File: config.mk
export PLATFORM = sky130hd
export DESIGN_NAME = link_setup_supervision_fsm_unit
export DESIGN_NICKNAME = d
export VERILOG_FILES = /design/src/rtl/core/lssf_pkg.sv /design/src/rtl/core/lssf_front.sv /design/src/rtl/core/lssf_queue.sv /design/src/rtl/core/lssf_back.sv /design/src/rtl/core/link_setup_supervision_fsm_unit.sv
export SDC_FILE = /design/constraint.sdc
export NUM_CORES = 1
export LEC_CHECK = 0
export ABC_CLOCK_PERIOD_IN_PS = 7000
export BUFFER_PORTS_ARGS = -buffer_cell sky130_fd_sc_hd__clkbuf_2
export CORE_AREA = 5 5 109 111
export CTS_CLUSTER_SIZE = 10
export DETAILED_ROUTE_END_ITERATION = 8
export DIE_AREA = 0 0 114 116
export GPL_TIMING_DRIVEN = 0
export MAX_ROUTING_LAYER = met4
export PLACE_DENSITY = 0.85
export SLEW_MARGIN = 20
export SYNTH_ARGS = -nofsm -noshare
export SYNTH_HDL_FRONTEND = slang
export SYNTH_HIERARCHICAL = 1
export SYNTH_SLANG_ARGS = --single-unit
File: constraint.sdc
create_clock -name clk -period 7 [get_ports clk]
set_clock_uncertainty 0.2 [all_clocks]
set_input_delay 0.35 -clock clk [delete_from_list [all_inputs] [get_ports clk]]
set_output_delay 0.35 -clock clk [all_outputs]
set_load 0.03 [all_outputs]
File: src/rtl/core/lssf_pkg.sv
// Shared types, codes and helpers for the link setup supervision block.
package lssf_pkg;

	// Input commands
	localparam logic [1:0] CMD_BYTE  = 2'd0;
	localparam logic [1:0] CMD_TICK  = 2'd1;
	localparam logic [1:0] CMD_OPEN  = 2'd2;
	localparam logic [1:0] CMD_CLOSE = 2'd3;

	// Supervision frame control codes
	localparam logic [7:0] CTL_SET  = 8'h03;
	localparam logic [7:0] CTL_UA   = 8'h05;
	localparam logic [7:0] CTL_DISC = 8'h0B;

	// Configuration register indexes
	localparam logic [2:0] REG_ROLE    = 3'd0;
	localparam logic [2:0] REG_TIMEOUT = 3'd1;
	localparam logic [2:0] REG_RETRIES = 3'd2;
	localparam logic [2:0] REG_FLAG    = 3'd3;
	localparam logic [2:0] REG_ADDRESS = 3'd4;

	localparam int          CFG_AW      = 5;
	localparam logic [2:0]  FRAME_LAST  = 3'd4;

	typedef enum logic [3:0] {
		PH_IDLE          = 4'd0,
		PH_WAIT_UA       = 4'd1,
		PH_WAIT_SET      = 4'd2,
		PH_OPEN          = 4'd3,
		PH_WAIT_DISC     = 4'd4,
		PH_WAIT_CLOSE_UA = 4'd5,
		PH_CLOSED        = 4'd6,
		PH_FAILED        = 4'd7,
		PH_RX_WAIT_DISC  = 4'd8
	} phase_t;

	typedef enum logic [2:0] {
		RS_START = 3'd0,
		RS_FLAG  = 3'd1,
		RS_ADDR  = 3'd2,
		RS_CTRL  = 3'd3,
		RS_CHECK = 3'd4
	} rs_t;

	typedef enum logic [1:0] {
		SEND_NONE = 2'd0,
		SEND_SET  = 2'd1,
		SEND_UA   = 2'd2,
		SEND_DISC = 2'd3
	} send_t;

	typedef struct packed {
		logic [1:0] command;
		logic [7:0] rx_byte;
	} in_item_t;

	typedef struct packed {
		logic       tx_valid;
		logic [7:0] tx_byte;
		logic       last;
		logic [3:0] link_phase;
	} out_item_t;

	typedef struct packed {
		logic        role_receiver;
		logic [15:0] timeout_ticks;
		logic [2:0]  max_retries;
		logic [7:0]  flag_byte;
		logic [7:0]  address_byte;
	} cfg_t;

	// One unit of work handed from the front to the back
	typedef struct packed {
		send_t  send;
		phase_t phase;
	} job_t;

	// Queue status seen by both ends
	typedef struct packed {
		logic full;
		logic empty;
	} q_status_t;

	function automatic logic [7:0] ctl_of(send_t s);
		logic [7:0] c;
		case (s)
			SEND_SET:  c = CTL_SET;
			SEND_UA:   c = CTL_UA;
			SEND_DISC: c = CTL_DISC;
			default:   c = 8'h00;
		endcase
		return c;
	endfunction

endpackage

File: src/rtl/core/lssf_front.sv
// Front end: takes requests, runs the link phase machine and byte recognizer, queues jobs.
module lssf_front import lssf_pkg::*; (
	input  logic      clk,
	input  logic      arst_n,
	input  cfg_t      cfg,
	input  logic      take,
	input  in_item_t  item,
	output job_t      job
);

	phase_t      phase_q, phase_d;
	rs_t         rs_q, rs_d;
	logic [15:0] timer_q, timer_d;
	logic [2:0]  count_q, count_d;

	logic [7:0] want_ctl;
	logic       want_vld;
	logic [7:0] chk;
	rs_t        rs_rec;
	logic       frame_done;
	logic       open_ok;
	logic       set_ok;
	logic [2:0] count_base;

	// Expected frame for the current phase
	always_comb begin
		want_vld = 1'b1;
		case (phase_q)
			PH_WAIT_UA, PH_WAIT_CLOSE_UA: want_ctl = CTL_UA;
			PH_WAIT_SET:                  want_ctl = CTL_SET;
			PH_WAIT_DISC, PH_RX_WAIT_DISC: want_ctl = CTL_DISC;
			default: begin
				want_ctl = 8'h00;
				want_vld = 1'b0;
			end
		endcase
	end

	assign chk = cfg.address_byte ^ want_ctl;

	// Recognizer step on one byte
	always_comb begin
		frame_done = 1'b0;
		case (rs_q)
			RS_FLAG: begin
				if (item.rx_byte == cfg.address_byte)   rs_rec = RS_ADDR;
				else if (item.rx_byte != cfg.flag_byte) rs_rec = RS_START;
				else                                    rs_rec = RS_FLAG;
			end
			RS_ADDR: begin
				if (item.rx_byte == cfg.flag_byte) rs_rec = RS_FLAG;
				else if (item.rx_byte == want_ctl) rs_rec = RS_CTRL;
				else                               rs_rec = RS_START;
			end
			RS_CTRL: begin
				if (item.rx_byte == cfg.flag_byte) rs_rec = RS_FLAG;
				else if (item.rx_byte == chk)      rs_rec = RS_CHECK;
				else                               rs_rec = RS_START;
			end
			RS_CHECK: begin
				rs_rec     = RS_START;
				frame_done = (item.rx_byte == cfg.flag_byte);
			end
			default: rs_rec = (item.rx_byte == cfg.flag_byte) ? RS_FLAG : RS_START;
		endcase
	end

	assign open_ok    = (phase_q == PH_IDLE) || (phase_q == PH_CLOSED) || (phase_q == PH_FAILED);
	assign count_base = (item.command == CMD_OPEN) ? 3'd0 : count_q;
	assign set_ok     = count_base < cfg.max_retries;

	// Next state
	always_comb begin
		phase_d = phase_q;
		rs_d    = rs_q;
		timer_d = timer_q;
		count_d = count_q;
		case (item.command)
			CMD_BYTE: begin
				if (!want_vld) begin
					rs_d = RS_START;
				end else if (frame_done) begin
					rs_d = RS_START;
					case (phase_q)
						PH_WAIT_UA: begin
							timer_d = 16'd0;
							phase_d = PH_OPEN;
						end
						PH_WAIT_SET:     phase_d = PH_OPEN;
						PH_WAIT_DISC:    phase_d = PH_CLOSED;
						PH_RX_WAIT_DISC: phase_d = PH_WAIT_CLOSE_UA;
						default:         phase_d = PH_CLOSED;
					endcase
				end else begin
					rs_d = rs_rec;
				end
			end
			CMD_TICK: begin
				if (phase_q == PH_WAIT_UA) begin
					if (timer_q <= 16'd1) begin
						if (set_ok) begin
							count_d = count_base + 3'd1;
							timer_d = cfg.timeout_ticks;
						end else begin
							timer_d = 16'd0;
							phase_d = PH_FAILED;
						end
					end else begin
						timer_d = timer_q - 16'd1;
					end
				end
			end
			CMD_OPEN: begin
				if (open_ok) begin
					rs_d    = RS_START;
					count_d = 3'd0;
					timer_d = 16'd0;
					if (cfg.role_receiver) begin
						phase_d = PH_WAIT_SET;
					end else if (set_ok) begin
						count_d = count_base + 3'd1;
						timer_d = cfg.timeout_ticks;
						phase_d = PH_WAIT_UA;
					end else begin
						phase_d = PH_FAILED;
					end
				end
			end
			default: begin
				if (phase_q == PH_OPEN) begin
					rs_d    = RS_START;
					phase_d = cfg.role_receiver ? PH_RX_WAIT_DISC : PH_WAIT_DISC;
				end
			end
		endcase
	end

	// Outputs: frame to send
	always_comb begin
		job.send  = SEND_NONE;
		job.phase = phase_d;
		case (item.command)
			CMD_BYTE: begin
				if (want_vld && frame_done) begin
					case (phase_q)
						PH_WAIT_SET, PH_WAIT_DISC: job.send = SEND_UA;
						PH_RX_WAIT_DISC:           job.send = SEND_DISC;
						default:                   job.send = SEND_NONE;
					endcase
				end
			end
			CMD_TICK: begin
				if (phase_q == PH_WAIT_UA && timer_q <= 16'd1) job.send = SEND_SET;
			end
			CMD_OPEN: begin
				if (open_ok && !cfg.role_receiver) job.send = SEND_SET;
			end
			default: begin
				if (phase_q == PH_OPEN && !cfg.role_receiver) job.send = SEND_DISC;
			end
		endcase
	end

	always_ff @(posedge clk or negedge arst_n) begin
		if (!arst_n) begin
			phase_q <= PH_IDLE;
			rs_q    <= RS_START;
			timer_q <= 16'd0;
			count_q <= 3'd0;
		end else if (take) begin
			phase_q <= phase_d;
			rs_q    <= rs_d;
			timer_q <= timer_d;
			count_q <= count_d;
		end
	end

endmodule

File: src/rtl/core/lssf_queue.sv
// Two-entry job queue between the front and the back.
module lssf_queue import lssf_pkg::*; (
	input  logic      clk,
	input  logic      arst_n,
	input  logic      push,
	input  job_t      push_job,
	input  logic      pop,
	output job_t      head,
	output q_status_t status
);

	job_t       mem_q [2];
	logic       wr_q;
	logic       rd_q;
	logic [1:0] cnt_q;

	assign head         = mem_q[rd_q];
	assign status.full  = (cnt_q == 2'd2);
	assign status.empty = (cnt_q == 2'd0);

	always_ff @(posedge clk) begin
		if (push) mem_q[wr_q] <= push_job;
	end

	always_ff @(posedge clk or negedge arst_n) begin
		if (!arst_n) begin
			wr_q  <= 1'b0;
			rd_q  <= 1'b0;
			cnt_q <= 2'd0;
		end else begin
			if (push) wr_q <= ~wr_q;
			if (pop)  rd_q <= ~rd_q;
			case ({push, pop})
				2'b10:   cnt_q <= cnt_q + 2'd1;
				2'b01:   cnt_q <= cnt_q - 2'd1;
				default: cnt_q <= cnt_q;
			endcase
		end
	end

endmodule

File: src/rtl/core/lssf_back.sv
// Back end: expands queued jobs into result bytes behind an output register.
module lssf_back import lssf_pkg::*; (
	input  logic      clk,
	input  logic      arst_n,
	input  cfg_t      cfg,
	input  job_t      head,
	input  q_status_t status,
	output logic      pop,
	input  logic      out_stall,
	output logic      out_valid,
	output out_item_t out_data
);

	job_t      job_q;
	logic      active_q;
	logic [2:0] idx_q;
	logic      out_valid_q;
	out_item_t out_data_q;

	job_t      src;
	logic      have;
	logic      out_free;
	logic      emit;
	out_item_t res;
	logic [7:0] ctl;

	assign src      = active_q ? job_q : head;
	assign have     = active_q || !status.empty;
	assign out_free = !out_valid_q || !out_stall;
	assign emit     = out_free && have;
	assign pop      = emit && !active_q;
	assign ctl      = ctl_of(src.send);

	always_comb begin
		res.link_phase = src.phase;
		if (src.send == SEND_NONE) begin
			res.tx_valid = 1'b0;
			res.tx_byte  = 8'h00;
			res.last     = 1'b1;
		end else begin
			res.tx_valid = 1'b1;
			res.last     = (idx_q == FRAME_LAST);
			case (idx_q)
				3'd0:    res.tx_byte = cfg.flag_byte;
				3'd1:    res.tx_byte = cfg.address_byte;
				3'd2:    res.tx_byte = ctl;
				3'd3:    res.tx_byte = cfg.address_byte ^ ctl;
				default: res.tx_byte = cfg.flag_byte;
			endcase
		end
	end

	always_ff @(posedge clk) begin
		if (emit) begin
			job_q      <= src;
			out_data_q <= res;
		end
	end

	always_ff @(posedge clk or negedge arst_n) begin
		if (!arst_n) begin
			active_q    <= 1'b0;
			idx_q       <= 3'd0;
			out_valid_q <= 1'b0;
		end else begin
			if (out_free) out_valid_q <= emit;
			if (emit) begin
				if (res.last) begin
					active_q <= 1'b0;
					idx_q    <= 3'd0;
				end else begin
					active_q <= 1'b1;
					idx_q    <= idx_q + 3'd1;
				end
			end
		end
	end

	assign out_valid = out_valid_q;
	assign out_data  = out_data_q;

endmodule

File: src/rtl/core/link_setup_supervision_fsm_unit.sv
// Top level of the serial link setup and supervision block with its register port.
// Runs the connection handshake of a serial link with five-byte supervision frames
// (flag, address, control, address XOR control, flag). Each request is a received
// byte, a timer tick, an open or a close; it yields either one result with tx_valid
// low, or the five bytes of a SET, UA or DISC frame, and every result carries the
// link phase after the request. The front end takes one request per cycle unless the
// queue is full, updates the phase, the frame recognizer, the retry timer and the send
// count in that cycle, and posts a job into a two-entry queue; the back end turns jobs
// into results one byte per cycle through an output register, unless out_stall holds
// them. The back end's one byte per cycle output sets the sustained rate, and the
// queue lets the front keep taking requests while a frame drains. Registers sit at
// byte addresses 0 (role, 1 for receiver), 4 (timeout ticks), 8 (retry limit), 12
// (flag byte) and 16 (address byte); write them only while the block is idle. No
// clearing pass follows reset.
module link_setup_supervision_fsm_unit import lssf_pkg::*; (
	input  logic              clk,
	input  logic              arst_n,
	// register port
	input  logic              psel,
	input  logic              penable,
	input  logic              pwrite,
	input  logic [CFG_AW-1:0] paddr,
	input  logic [31:0]       pwdata,
	output logic [31:0]       prdata,
	output logic              pready,
	// request channel
	input  logic              in_valid,
	output logic              in_stall,
	input  in_item_t          in_data,
	// result channel
	output logic              out_valid,
	input  logic              out_stall,
	output out_item_t         out_data
);

	cfg_t       cfg_q;
	logic [2:0] reg_idx;
	logic       wr_en;
	logic       take;
	job_t       front_job;
	job_t       head;
	q_status_t  q_status;
	logic       pop;

	// Register port: always ready, word addressed
	assign pready  = 1'b1;
	assign reg_idx = paddr[4:2];
	assign wr_en   = psel && penable && pwrite;

	always_ff @(posedge clk or negedge arst_n) begin
		if (!arst_n) begin
			cfg_q.role_receiver <= 1'b0;
			cfg_q.timeout_ticks <= 16'd3;
			cfg_q.max_retries   <= 3'd3;
			cfg_q.flag_byte     <= 8'h5C;
			cfg_q.address_byte  <= 8'h01;
		end else if (wr_en) begin
			case (reg_idx)
				REG_ROLE:    cfg_q.role_receiver <= pwdata[0];
				REG_TIMEOUT: cfg_q.timeout_ticks <= pwdata[15:0];
				REG_RETRIES: cfg_q.max_retries   <= pwdata[2:0];
				REG_FLAG:    cfg_q.flag_byte     <= pwdata[7:0];
				REG_ADDRESS: cfg_q.address_byte  <= pwdata[7:0];
				default:     ;
			endcase
		end
	end

	// Read back: unused addresses read as zero
	always_comb begin
		case (reg_idx)
			REG_ROLE:    prdata = {31'd0, cfg_q.role_receiver};
			REG_TIMEOUT: prdata = {16'd0, cfg_q.timeout_ticks};
			REG_RETRIES: prdata = {29'd0, cfg_q.max_retries};
			REG_FLAG:    prdata = {24'd0, cfg_q.flag_byte};
			REG_ADDRESS: prdata = {24'd0, cfg_q.address_byte};
			default:     prdata = 32'd0;
		endcase
	end

	// Hold requests only while the queue has no room
	assign in_stall = q_status.full;
	assign take     = in_valid && !q_status.full;

	lssf_front u_front (
		.clk    (clk),
		.arst_n (arst_n),
		.cfg    (cfg_q),
		.take   (take),
		.item   (in_data),
		.job    (front_job)
	);

	lssf_queue u_queue (
		.clk      (clk),
		.arst_n   (arst_n),
		.push     (take),
		.push_job (front_job),
		.pop      (pop),
		.head     (head),
		.status   (q_status)
	);

	lssf_back u_back (
		.clk       (clk),
		.arst_n    (arst_n),
		.cfg       (cfg_q),
		.head      (head),
		.status    (q_status),
		.pop       (pop),
		.out_stall (out_stall),
		.out_valid (out_valid),
		.out_data  (out_data)
	);

	// A result that sends nothing always closes its request
	a_idle_result_last: assert property (@(posedge clk) disable iff (!arst_n)
		(out_valid && !out_data.tx_valid) |-> (out_data.last && out_data.tx_byte == 8'h00))
		else $error("result without a byte is not marked last");

	// Frame bytes follow one another without a gap
	a_frame_no_gap: assert property (@(posedge clk) disable iff (!arst_n)
		(out_valid && out_data.tx_valid && !out_data.last && !out_stall)
			|=> (out_valid && out_data.tx_valid))
		else $error("gap inside a frame");

	// Phase stays fixed across the bytes of one frame
	a_frame_phase: assert property (@(posedge clk) disable iff (!arst_n)
		(out_valid && out_data.tx_valid && !out_data.last && !out_stall)
			|=> (out_data.link_phase == $past(out_data.link_phase)))
		else $error("link phase changed inside a frame");

endmodule
==> run_results.csv <==
group,metric,value,unit
floorplan,start_util,60.9,%
cells_and_area,finish.instance_area,0.00736,mm²
critical_path,ff2ff_path_depth,7,
critical_path,cp-startpoint,"in_data[8]",
routing,drc_errors,0,
floorplan,core_area,0.0107,mm²
yosys,ys_ff_latch,99,
critical_path,arrival,3280,ps
global_route,first_global_vias,5588,
sta,worst_pin_slew,865,ps
yosys,synth_top_cell_by_area,"dfrtp_1",
sta,drv_slew,0,
sta,whs,23.9,ps
yosys,synth-adder-area-share,2.88,%
yosys,seq_area_frac_synth,40.3,%
critical_path,cp_slowest_stage_delay,570,ps
critical_path,worst-path-buf-inv,3,
sta,hold_violations,0,
pwr,p_per_area,386,mW/mm²
critical_path,rrSetupSlack,3990,ps
clock_tree,clk_latency,380,ps
cells_and_area,layout.nets,824,
critical_path,cp-end-kind,"flop",
routing,wirelength,17.2,mm
place,place_inst,876,
global_route,grt_usage,27.5,%
yosys,ys_warn_count,6,
clock_tree,htree_levels,3,
sta,min_period,3370,ps
routing,antenna_left,0,
routing,vias_per_cell,6.18,
yosys,synth_top_flop_cell,"dfrtp_1",
sta,rsz0062_at_grt,"false",
routing,vias,5559,
critical_path,crit_cells,11,
cells_and_area,multi_input_area,0.00348,mm²
critical_path,path_max_fanout,10,
critical_path,crit_slowest_cell,"a21oi_1",
global_route,use_met3,4.02,%
place,dpl_cell_area,0.00710,mm²
global_route,grt_overflow,0,
yosys,synth_cell_types,81,
critical_path,rr_startpoint,"u_front/count_q[2]",
yosys,yosys.area_share.simple,19.0,%
yosys,synth_top_family_by_area,"simple AND/OR/NAND/NOR gates",
sta,fin_crit_sh,48.2,%
cells_and_area,postLayoutCoreUtil,68.8,%
worst_hold_path,min_path_type,"input port to flop",
floorplan,boundaryPins,103,
critical_path,start_kind,"input port",
routing,firstDrtPassIters,5,
clock_tree,clkTransAtPathRegs,90,ps
yosys,synth_edf_count,28,
routing,post_drt_wl_per_cell,19.2,µm
global_route,grt_use_met2,43.3,%
yosys,synth.area.mux_share,10.9,%
global_route,grt_pass1_wl,28.0,mm
floorplan,dieWidth,114,µm
floorplan,dieArea,0.0132,mm²
yosys,syn-cell-area,0.00652,mm²
critical_path,crit_type,"input port to flop",
yosys,yosys.area_share.xor_xnor,4.44,%
routing,drtIter0Drc,475,
critical_path,cp-endpoint,"u_queue/mem_q[0][1]",
clock_tree,cts.sink_count,99,
global_route,grt_use_met1,34.8,%
critical_path,worstPathRequired,6910,ps
cells_and_area,fin_cells,900,
cells_and_area,fill_cells,881,
sta,setup_slack,3630,ps
clock_tree,clockBufferDepth,2,
global_route,grt_max_degree,52,
sta,fin_tns_setup,0,ps
place,routabilityCongestion,0.940,
cells_and_area,drive_gt1_share,27.5,%
place,port_buffers,65,
sta,finalSetupViolCount,0,
yosys,synth_cells,655,
outcome,status,"complete, no violations",
global_route,grt_busiest_layer,"met2",
yosys,synth_compound_area_share,15.2,%
global_route,antenna_found_initial,0,
clock_tree,cts_buffers,9,
yosys,synth_area_leaders,"dfrtp_1 (24%), edfxtp_1 (13%), mux2_2 (7.8%)",
sta,fmax,296,MHz
pwr,power,2.84,mW
cells_and_area,seqCellArea,0.00263,mm²
critical_path,cp_top_family,"compound AO/OA/AOI/OAI gates",
clock_tree,root_buffer,"clkbuf_8",
clock_tree,cts_tree,"yes",
cells_and_area,insertedDiodeCount,0,
flow_run,max-cap-violations,0,
pwr,peakVddDrop,0.277,mV
floorplan,rows,38,
sta,slew_headroom,42.2,%
cells_and_area,syn_to_final_growth,12.9,%
critical_path,r2r-end,"u_queue/mem_q[0][1]",
yosys,async_flop_share,71.7,%
yosys,synth_top_area_share,23.8,%
pwr,leakage,3.23,nW
place,place_ws,3350,ps
critical_path,worstPathCellList,"clkbuf_2 > inv_1 > ha_1 > clkbuf_1 > nor2b_1 > ha_1 > a21oi_1 > a31oi_1 > a311o_1 > nor3_1 > a21oi_1",
floorplan,die_h,116,µm
place,post-dp-hpwl,12.7,mm
yosys,avgSynthCellArea,9.95,µm²
per-layer routing:
| metal | vias up | share of wire, % |
|---|---|---|
| met5 | - | 0 |
| met4 | 0 | 4.1 |
| met3 | 55 | 6.9 |
| met2 | 284 | 48 |
| met1 | 2675 | 41 |
| li1 | 2545 | - |
Yosys cell counts (4+ instances only):
cell	count
o31ai_1	4
xor2_1	19
nand4_1	7
a2bb2oi_1	4
o21ai_0	24
and2b_2	6
nor2_1	46
nor4_1	11
clkbuf_1	13
a211oi_1	5
and3_1	9
ha_1	15
a32o_1	4
nand2b_1	6
mux2i_1	17
mux2_2	45
buf_4	22
and2_1	4
dfstp_2	9
nor2b_1	8
o21ai_1	13
edfxtp_1	28
o211ai_1	4
a22oi_1	7
nor3_1	19
buf_2	11
a31oi_1	8
nand2_1	48
a32oi_1	7
o22ai_1	8
a221oi_1	4
xnor2_1	14
buf_6	5
nand3_1	20
a21o_1	4
a21oi_1	18
inv_1	34
dfrtp_1	62
cell type report:
class,count,share of cell area (%)
inverter,34,1.73
multi-input combinational,484,47.3
clock buffer,10,1.73
clock inverter,6,0.646
sequential,99,35.7
buffer,53,4.52
tap,140,2.38
timing repair buffer,74,5.92
placed cells by master, fill, tap and decap left out, types with 5 or more instances in the layout:
cell type,instances
mux2i_1,17
o21ai_1,13
a21oi_1,18
o21ai_0,24
clkbuf_2,64
nor2_1,46
conb_1,17
dfstp_2,9
nor2b_1,8
o22ai_1,8
nor3_1,19
clkbuf_1,14
and3_1,9
mux2_2,45
nor4_1,11
a32oi_1,7
buf_4,22
inv_1,34
edfxtp_1,28
xor2_1,19
ha_1,15
a22oi_1,7
xnor2_1,14
a31oi_1,8
nand4_1,7
clkbuf_8,9
and2b_2,6
nand3_1,20
nand2b_1,6
dfrtp_1,62
buf_6,5
a211oi_1,5
dlygate4sd3_1,8
nand2_1,48
buf_2,11
power breakdown:
group / leakage [nW] / total (mW) / switching (mW) / internal (mW)
sequential: 1.16 / 0.955 / 0.151 / 0.804
clock: 0.0829 / 0.349 / 0.215 / 0.133
combinational: 1.98 / 1.54 / 0.929 / 0.607
state kept, by name (all words and copies together), names as in the netlist:
register	flops
cfg_q	36
u_back/active_q	1
u_back/idx_q	3
u_back/job_q	2
u_back/out_data	14
u_back/out_valid	1
u_front/count_q	3
u_front/phase_q	4
u_front/rs_q	3
u_front/timer_q	16
u_queue/cnt_q	2
u_queue/mem_q	12
u_queue/rd_q	1
u_queue/wr_q	1
logic make-up (layout without fill, tap and decap cells):
family / after synthesis / in the layout
xor+xnor: 33 / 33
fa+ha+maj: 15 / 15
mux: 64 / 64
flops: 99 / 99
simple gates: 218 / 218
buf+inv: 87 / 177
other cells: 2 / 17
compound gates: 137 / 137
repair_timing:
item,in CTS,in global routing
buffers inserted,0,0
hold buffers,8,0
endpoints found under the hold margin,27,0
gates resized for setup,0,0
how the worst min path moves through the flow:
stage | startpoint | endpoint | cells after the start
after floorplan | arst_n | cfg_q[13] | 0
after global placement | u_queue/wr_q | u_queue/wr_q | 1
after detailed placement | arst_n | cfg_q[23] | 1
after CTS | pwdata[12] | cfg_q[31] | 2
after global routing | pwdata[12] | cfg_q[31] | 2
final | pwdata[12] | cfg_q[31] | 2
Note: power is estimated with default switching activity, not from simulation.
